**src/rtl/core/wmsi_pkg.sv**
```systemverilog
// ----------------------------------------------------------------------------
// wmsi_pkg: shared types and constants for the windowed mean block
// Window size, derived widths, controller states and the command/status
// structs that join the controller to the datapath.
// ----------------------------------------------------------------------------
package wmsi_pkg;

   // number of samples in the ring
   localparam int WINDOW     = 20;
   // sample and mean width (signed Q8.8 mm)
   localparam int SAMPLE_W   = 16;
   // ring index width
   localparam int PTR_W      = (WINDOW > 1) ? $clog2(WINDOW) : 1;
   // valid count width, holds 0..WINDOW
   localparam int CNT_W      = $clog2(WINDOW + 1);
   // signed running sum width, holds +/- WINDOW * 2^15
   localparam int SUM_W      = SAMPLE_W + CNT_W;
   // divider step counter width, counts SUM_W steps
   localparam int DIV_CNT_W  = $clog2(SUM_W);

   // request opcodes
   localparam logic OP_STORE = 1'b0;
   localparam logic OP_READ  = 1'b1;

   typedef enum logic [2:0] {
      ST_IDLE,
      ST_SUB,
      ST_ADD,
      ST_DIV_LOAD,
      ST_DIV_RUN,
      ST_DONE
   } state_type;

   // controller to datapath
   typedef struct packed {
      logic accept_en;
      logic load_item;
      logic sub_old;
      logic add_new;
      logic div_load;
      logic div_step;
      logic out_load;
   } cmd_type;

   // datapath to controller
   typedef struct packed {
      logic req_fire;
      logic req_read;
      logic count_zero;
      logic div_last;
      logic out_full;
   } status_type;

endpackage

```
**src/rtl/core/wmsi_ctrl.sv**
```systemverilog
// ----------------------------------------------------------------------------
// wmsi_ctrl: sequencing state machine
// Steps a store through subtract/add, and a read through the serial divide
// and the output register handoff.
// ----------------------------------------------------------------------------
module wmsi_ctrl
   import wmsi_pkg::*;
(
   input  logic       clock,
   input  logic       reset,
   input  status_type status,
   output cmd_type    cmd
);

   state_type state_ff;
   state_type state_in;

   // state register
   always_ff @(posedge clock) begin
      if (reset) begin
         state_ff <= ST_IDLE;
      end else begin
         state_ff <= state_in;
      end
   end

   // next state
   always_comb begin
      state_in = state_ff;
      case (state_ff)
         ST_IDLE: begin
            if (status.req_fire) begin
               if (status.req_read == OP_READ) begin
                  // empty window skips the divide
                  state_in = status.count_zero ? ST_DONE : ST_DIV_LOAD;
               end else begin
                  state_in = ST_SUB;
               end
            end
         end
         ST_SUB:      state_in = ST_ADD;
         ST_ADD:      state_in = ST_IDLE;
         ST_DIV_LOAD: state_in = ST_DIV_RUN;
         ST_DIV_RUN: begin
            if (status.div_last) begin
               state_in = ST_DONE;
            end
         end
         ST_DONE: begin
            if (!status.out_full) begin
               state_in = ST_IDLE;
            end
         end
         default:     state_in = ST_IDLE;
      endcase
   end

   // command outputs
   always_comb begin
      cmd = '0;
      case (state_ff)
         ST_IDLE: begin
            cmd.accept_en = 1'b1;
            cmd.load_item = status.req_fire;
         end
         ST_SUB:      cmd.sub_old  = 1'b1;
         ST_ADD:      cmd.add_new  = 1'b1;
         ST_DIV_LOAD: cmd.div_load = 1'b1;
         ST_DIV_RUN:  cmd.div_step = 1'b1;
         ST_DONE:     cmd.out_load = !status.out_full;
         default:     cmd = '0;
      endcase
   end

endmodule

```
**config.mk**
```make
export PLATFORM = sky130hd
export DESIGN_NAME = wmsi_ctrl
export DESIGN_NICKNAME = d
export VERILOG_FILES = /design/src/rtl/core/wmsi_pkg.sv /design/src/rtl/core/wmsi_ctrl.sv
export SDC_FILE = /design/constraint.sdc
export NUM_CORES = 1
export LEC_CHECK = 0
export BUFFER_PORTS_ARGS = -buffer_cell sky130_fd_sc_hd__buf_2
export CORE_AREA = 2 2 39 41
export CTS_BUF_LIST = sky130_fd_sc_hd__clkbuf_8 sky130_fd_sc_hd__clkbuf_16
export CTS_CLUSTER_SIZE = 10
export DETAILED_ROUTE_END_ITERATION = 10
export DIE_AREA = 0 0 41 43
export PLACE_DENSITY_LB_ADDON = 0.08
export SYNTH_ARGS = -nofsm -noshare
export SYNTH_HDL_FRONTEND = slang
export SYNTH_SLANG_ARGS = --single-unit
```
**constraint.sdc**
```tcl
create_clock -name clock -period 1.9 [get_ports clock]
set_input_delay 0.38 -clock clock [delete_from_list [all_inputs] [get_ports clock]]
set_output_delay 0.38 -clock clock [all_outputs]
set_load 0.005 [all_outputs]
```
==> results.ini, run 1 <==
[setup_path]
criticalPathCategory=reg -> out
path_cells=nor4bb_1 -> buf_2
endpoint_kind=output pin
critPathLaunchType=flop
crit_fanout=12
critPathTopFamily=flip-flops
arrival_ns=1.20
slowest_stage=dfxtp_1
critical_path_buf_inv_count=1
cp.required_ns=1.52
cpPeakStageDelay_ns=0.54

[timing]
hold_viol=0
report.final.slew_viol_count=0
skew_ns=0.00153
tightest_slew_ns=0.384
setup-tns-final_ns=0
relSlewSlack_pct=74.4
setup_viol=0
fin_crit_sh_pct=83.2
rsz0062_at_grt=no
min_period_ns=1.58
max_clock_freq_mhz=633

[synthesis]
yosys-top-cells-area=dfxtp_1 (26%), nor3b_1 (9.8%), a21oi_1 (6.5%), and3b_4 (5.4%), buf_6 (4.9%)
yosys_warnings=0
yosys.cell_types.count=19
ys_ff_latch=3
synthCells=28
synth_edf_count=0
ys.flop_type=dfxtp_1
synth_nets=35
synth.avg_cell_area_sq_um=8.22
synth_area_sq_um=230
async_reset_ff_share_pct=0
synth_common_cells=a21oi_1 (3), dfxtp_1 (3), nor3b_1 (3)
synth_top_cell_by_area=dfxtp_1
synth_top_area_share_pct=26.1
seq_area_frac_synth_pct=26.1

[clock_tree]
worst_skew_pair.late_latency_ns=0.21
clock_path_buffers=2
clk_pin_slew_ns=0.03
cts_root_buf=clkbuf_8
holdBufCountCts=0
htree_levels=1
numCtsBuffers=3
cts_tree=yes
cts_setup_buffers=0
cts-resized-gates=0
clkSinkCount=3

[route]
dr.first_iter.drc_count=7
firstDrtPassIters=4
post_drt_via_cell_ratio=4.33
num_vias=251
wl_per_cell_microns=10.3
antenna_left=0
drc=0
drt_wl_total_microns=600

[pwr]
power_density_mw_per_mm2=1010
total_power_mw=0.342
ir_drop_uv=198
p_leak_nw=0.161

[final_layout]
top_register=state_ff
top_regs=state_ff (3)
largest_reg_flops=3
design_area_sq_um=339
utilization_pct=24.5
area_growth_pct=47.3
fillers=167
antenna_cells=0
nNetsFinal=50
drive_gt1_share_pct=42.9

[status]
status=complete, no violations

[worst_hold_path]
hold_path.class=in -> reg

[floorplanning]
io_pins=14
core-area_sq_mm=0.00138
fp.dieW_microns=41
rows=14
die_y_microns=43
initial_utilization_pct=16.6
die_area_sq_mm=0.00176

[grt]
grt_overflow=0
grt_use_total_pct=7.62
grt_first_pass_wirelength_microns=966
grt_max_degree=13
antenna_found_initial=0
grt_pass1_vias=238

[placement]
gp_congestion=0.742
portBuffers=13
placed_area_sq_um=294
hpwlAfterDp_microns=463

[job]
maxCapViolations=0

final cells by class:
cell class | instances | area [sq um] | share of cell area [%]
multi-input cells | 20 | 141 | 41.7
repair buffers | 13 | 65.1 | 19.2
flip-flops and latches | 3 | 60.1 | 17.7
clock buffers | 3 | 41.3 | 12.2
well taps | 16 | 20.0 | 5.90
inverters | 2 | 7.51 | 2.21
clock inverters | 1 | 3.75 | 1.11
worst paths after layout:
path	start	end	slack, ns	depth (start not counted)
max	state_ff[0]	cmd[0]	0.32	2
min	reset	state_ff[0]	0.38	2
max reg2reg	state_ff[0]	state_ff[0]	0.62	3
min reg2reg	state_ff[1]	state_ff[0]	0.67	1
per-layer routing:
metal / wire, microns / track usage (%) / vias up
li1: - / - / 130
met1: 269 / 10.6 / 115
met2: 288 / 11.6 / 6
met3: 42 / 0 / 0
met4: 0 / 4.00 / 0
met5: 0 / 0 / -
layout by cell type (no fill, tap or decap):
cell      synthesis  layout
nor4_1            1       1
and2_1            1       1
nor3_1            2       2
inv_1             2       3
a22oi_1           1       1
and3b_4           1       1
clkbuf_8          0       3
nor2_1            1       1
nand3_1           1       1
a31oi_1           1       1
buf_2             2      13
nor3b_1           3       3
nor3_2            1       1
nor4bb_1          1       1
a21oi_1           3       3
or3_1             1       1
o31a_1            1       1
mux2_1            1       1
dfxtp_1           3       3
metrics by stage:
stage | worst slack [ns] | std cells | hold WS [ns]
after global placement | 0.568 | 54 | 0.592
final | 0.319 | 58 | 0.377
after global routing | 0.249 | 58 | 0.384
after CTS | 0.313 | 58 | 0.373
after detailed placement | 0.534 | 54 | 0.592
after floorplan | 0.675 | 28 | 0.457
cells by family after synthesis:
family	Yosys count	share of synthesized area [%]
AO/OA/AOI/OAI	6	16.3
buffers and inverters	5	12.5
AND/OR/NAND/NOR	13	40.2
multiplexers	1	4.89
flip-flops	3	26.1
report_power, final:
group	total, mW	switching (mW)	internal, mW
logic	0.0732	0.0300	0.0432
clock network	0.174	0.0367	0.137
registers	0.0955	0.0238	0.0717
total	0.342	0.0905	0.252
Power figures use the tool's default switching activity.
==> inputs of run 2 (changes only) <==
ABC_AREA = 1   (was default)
clock period = 1.4 ns   (was 1.9 ns; I/O delays follow)
==> run 2 against run 1 <==
  * Clock power increased by 43%
  * Setup slack got worse by 0.21 ns
  * Clock-buffer cell count unchanged
  * Via count increased by 16%
  * Clock skew increased by 0.00093 ns
  * Final cell count increased by 24%
  * Final area increased by 11%
  * Largest power group is now combinational cells
  * Utilization increased by 2.8 points
  * Flip-flop and latch count unchanged
  * Synthesized cell count increased by 36%
  * Sequential share of layout area decreased by 1.2 points
  * Register-to-register slack got worse by 0.23 ns
==> results.ini, run 2 <==
[synthesis]
synth_nets=45
async_reset_ff_share_pct=0
yosys.cell_types.count=12
synth_common_cells=inv_1 (10), nor2_1 (6), nand3_1 (5)
synth_compound_area_share_pct=2.15
synthSimpleGateAreaFrac_pct=52.7
synth.avg_cell_area_sq_um=6.12
synth_top_area_share_pct=25.8
synth_top_cell_by_area=dfxtp_1
synth_top_family_by_area=simple AND/OR/NAND/NOR gates
synth_edf_count=0
synthCells=38
yosys-top-cells-area=dfxtp_1 (26%), inv_1 (16%), nand3_1 (11%), nor2_1 (9.7%), nand3_2 (8.6%)
seq_area_frac_synth_pct=25.8
synth_xor_xnor_area_share_pct=0
ys_ff_latch=3
synth_area_sq_um=233
yosys.area_share.adder_pct=0
synth.most_common_cell=inv_1
synthMuxAreaShare_pct=0
ys.flop_type=dfxtp_1
yosys_warnings=0

[setup_path]
crit_fanout=5
arrival_ns=1.01
endpoint_kind=output pin
critPathLaunchType=flop
cp.required_ns=1.12
criticalPathCategory=reg -> out

[timing]
fin_crit_sh_pct=91.9
max_clock_freq_mhz=777
report.final.slew_viol_count=0
hold_viol=0
skew_ns=0.00246
setup-tns-final_ns=0
rsz0062_at_grt=no
relSlewSlack_pct=85.4
setup_viol=0
tightest_slew_ns=0.216
min_period_ns=1.29

[worst_hold_path]
hold_path.class=in -> reg

[route]
drt_wl_total_microns=622
antenna_left=0
num_vias=292
dr.first_iter.drc_count=10
drc=0
wl_per_cell_microns=8.64
firstDrtPassIters=4
post_drt_via_cell_ratio=4.06

[floorplanning]
initial_utilization_pct=16.8
die_y_microns=43
core-area_sq_mm=0.00138
rows=14
die_area_sq_mm=0.00176
fp.dieW_microns=41
io_pins=14

[clock_tree]
htree_levels=1
numCtsBuffers=3
clock_path_buffers=2
cts_tree=yes
holdBufCountCts=0
clkSinkCount=3
worst_skew_pair.late_latency_ns=0.22
clk_pin_slew_ns=0.03
cts_root_buf=clkbuf_8

[status]
status=complete, no violations

[grt]
antenna_found_initial=0
grt_overflow=0
grt_max_degree=9
grt_use_total_pct=7.71
grt_pass1_vias=234
grt_first_pass_wirelength_microns=876

[final_layout]
antenna_cells=0
final_cell_mix=buf_2 (13), inv_1 (11), nor2_1 (6)
final_common_cell=buf_2
top_regs=state_ff (3)
final_cells=72
top_register=state_ff
largest_reg_flops=3
nNetsFinal=64
area_growth_pct=62.4
fillers=164
drive_gt1_share_pct=42.9

[pwr]
power_frac_seq_pct=20.5
clkPwrFrac_pct=31.9
combPwrFrac_pct=47.6
p_leak_nw=0.229
switching_share_pct=39.0
netSwitchingPower_mw=0.305
p_int_mw=0.476
power_density_mw_per_mm2=2070
ir_drop_uv=660

[placement]
portBuffers=13
place_inst=67
gp_congestion=0.645
hpwlAfterDp_microns=482

[job]
maxCapViolations=0

==> run 2: cell count changes in the layout (fill, tap and decap cells not counted), moves of 3 or more <==
| cell | previous run | this run |
|---|---|---|
| inv_1 | 3 | 11 |
| nor3b_1 | 3 | 0 |
| nor2_1 | 1 | 6 |
| a21oi_1 | 3 | 0 |
| nand2_1 | 0 | 3 |
| nand3_1 | 1 | 5 |
==> run 2: area by class of cell <==
| cell class | count | area (sq um) | area share [%] |
|---|---|---|---|
| Multi-Input combinational cell | 24 | 133 | 35.1 |
| Clock inverter | 1 | 3.75 | 0.993 |
| Sequential cell | 3 | 62.6 | 16.6 |
| Clock buffer | 3 | 41.3 | 10.9 |
| Timing Repair Buffer | 15 | 80.1 | 21.2 |
| Tap cell | 16 | 20.0 | 5.30 |
| Inverter | 10 | 37.5 | 9.93 |
==> run 2: kinds of logic after synthesis <==
| group | count (synthesis) |
|---|---|
| buf+inv | 11 |
| flops | 3 |
| compound gates | 1 |
| simple gates | 23 |
==> run 2: timing repair <==
action                                  4_1_cts  5_1_grt
hold endpoints to repair                      0        0
buffers inserted                              0        1
endpoints found under the setup margin        0        2
gates resized for setup                       0        3
==> run 2: metal layers <==
layer	share of wire [%]	vias to the layer above	track usage, %
li1	-	154	-
met1	42	128	7.96
met2	50	10	12.5
met3	8.4	0	3.14
met4	0	0	4.00
met5	0	-	0
==> run 2: stage by stage <==
step	utilization [%]	power, mW	area (sq um)	hold WS, ns	setup WS, ns
after floorplan	-	0.386	233	0.358	0.362
after global placement	23.0	0.513	318	0.469	0.223
after detailed placement	23.0	0.499	318	0.464	0.242
after CTS	26.2	0.753	363	0.240	0.0119
after global routing	27.3	0.853	378	0.256	0.0354
final	27.3	0.781	378	0.234	0.113
==> run 2: final timing paths <==
check                                 start          end  slack [ns]  depth (start not counted)
worst max-delay path            state_ff[0]       cmd[5]        0.11                          4
worst min-delay path                  reset  state_ff[1]        0.23                          2
worst max register to register  state_ff[0]  state_ff[0]        0.39                          6
worst min register to register  state_ff[1]  state_ff[1]        0.60                          3
==> run 2: critical path: stages (launching register included) <==
cell and delay [ns]:
dfxtp_2 0.34, nor2_4 0.15, inv_1 0.08, nor3_2 0.09
buf_2 0.12
==> run 2: power groups by stage <==
stage	Sequential, mW	Combinational, mW	Clock [mW]
floorplan	0.150	0.236	0
global placement	0.159	0.354	0
detailed placement	0.157	0.342	0
CTS	0.156	0.343	0.254
global route	0.167	0.424	0.262
finish	0.161	0.372	0.249
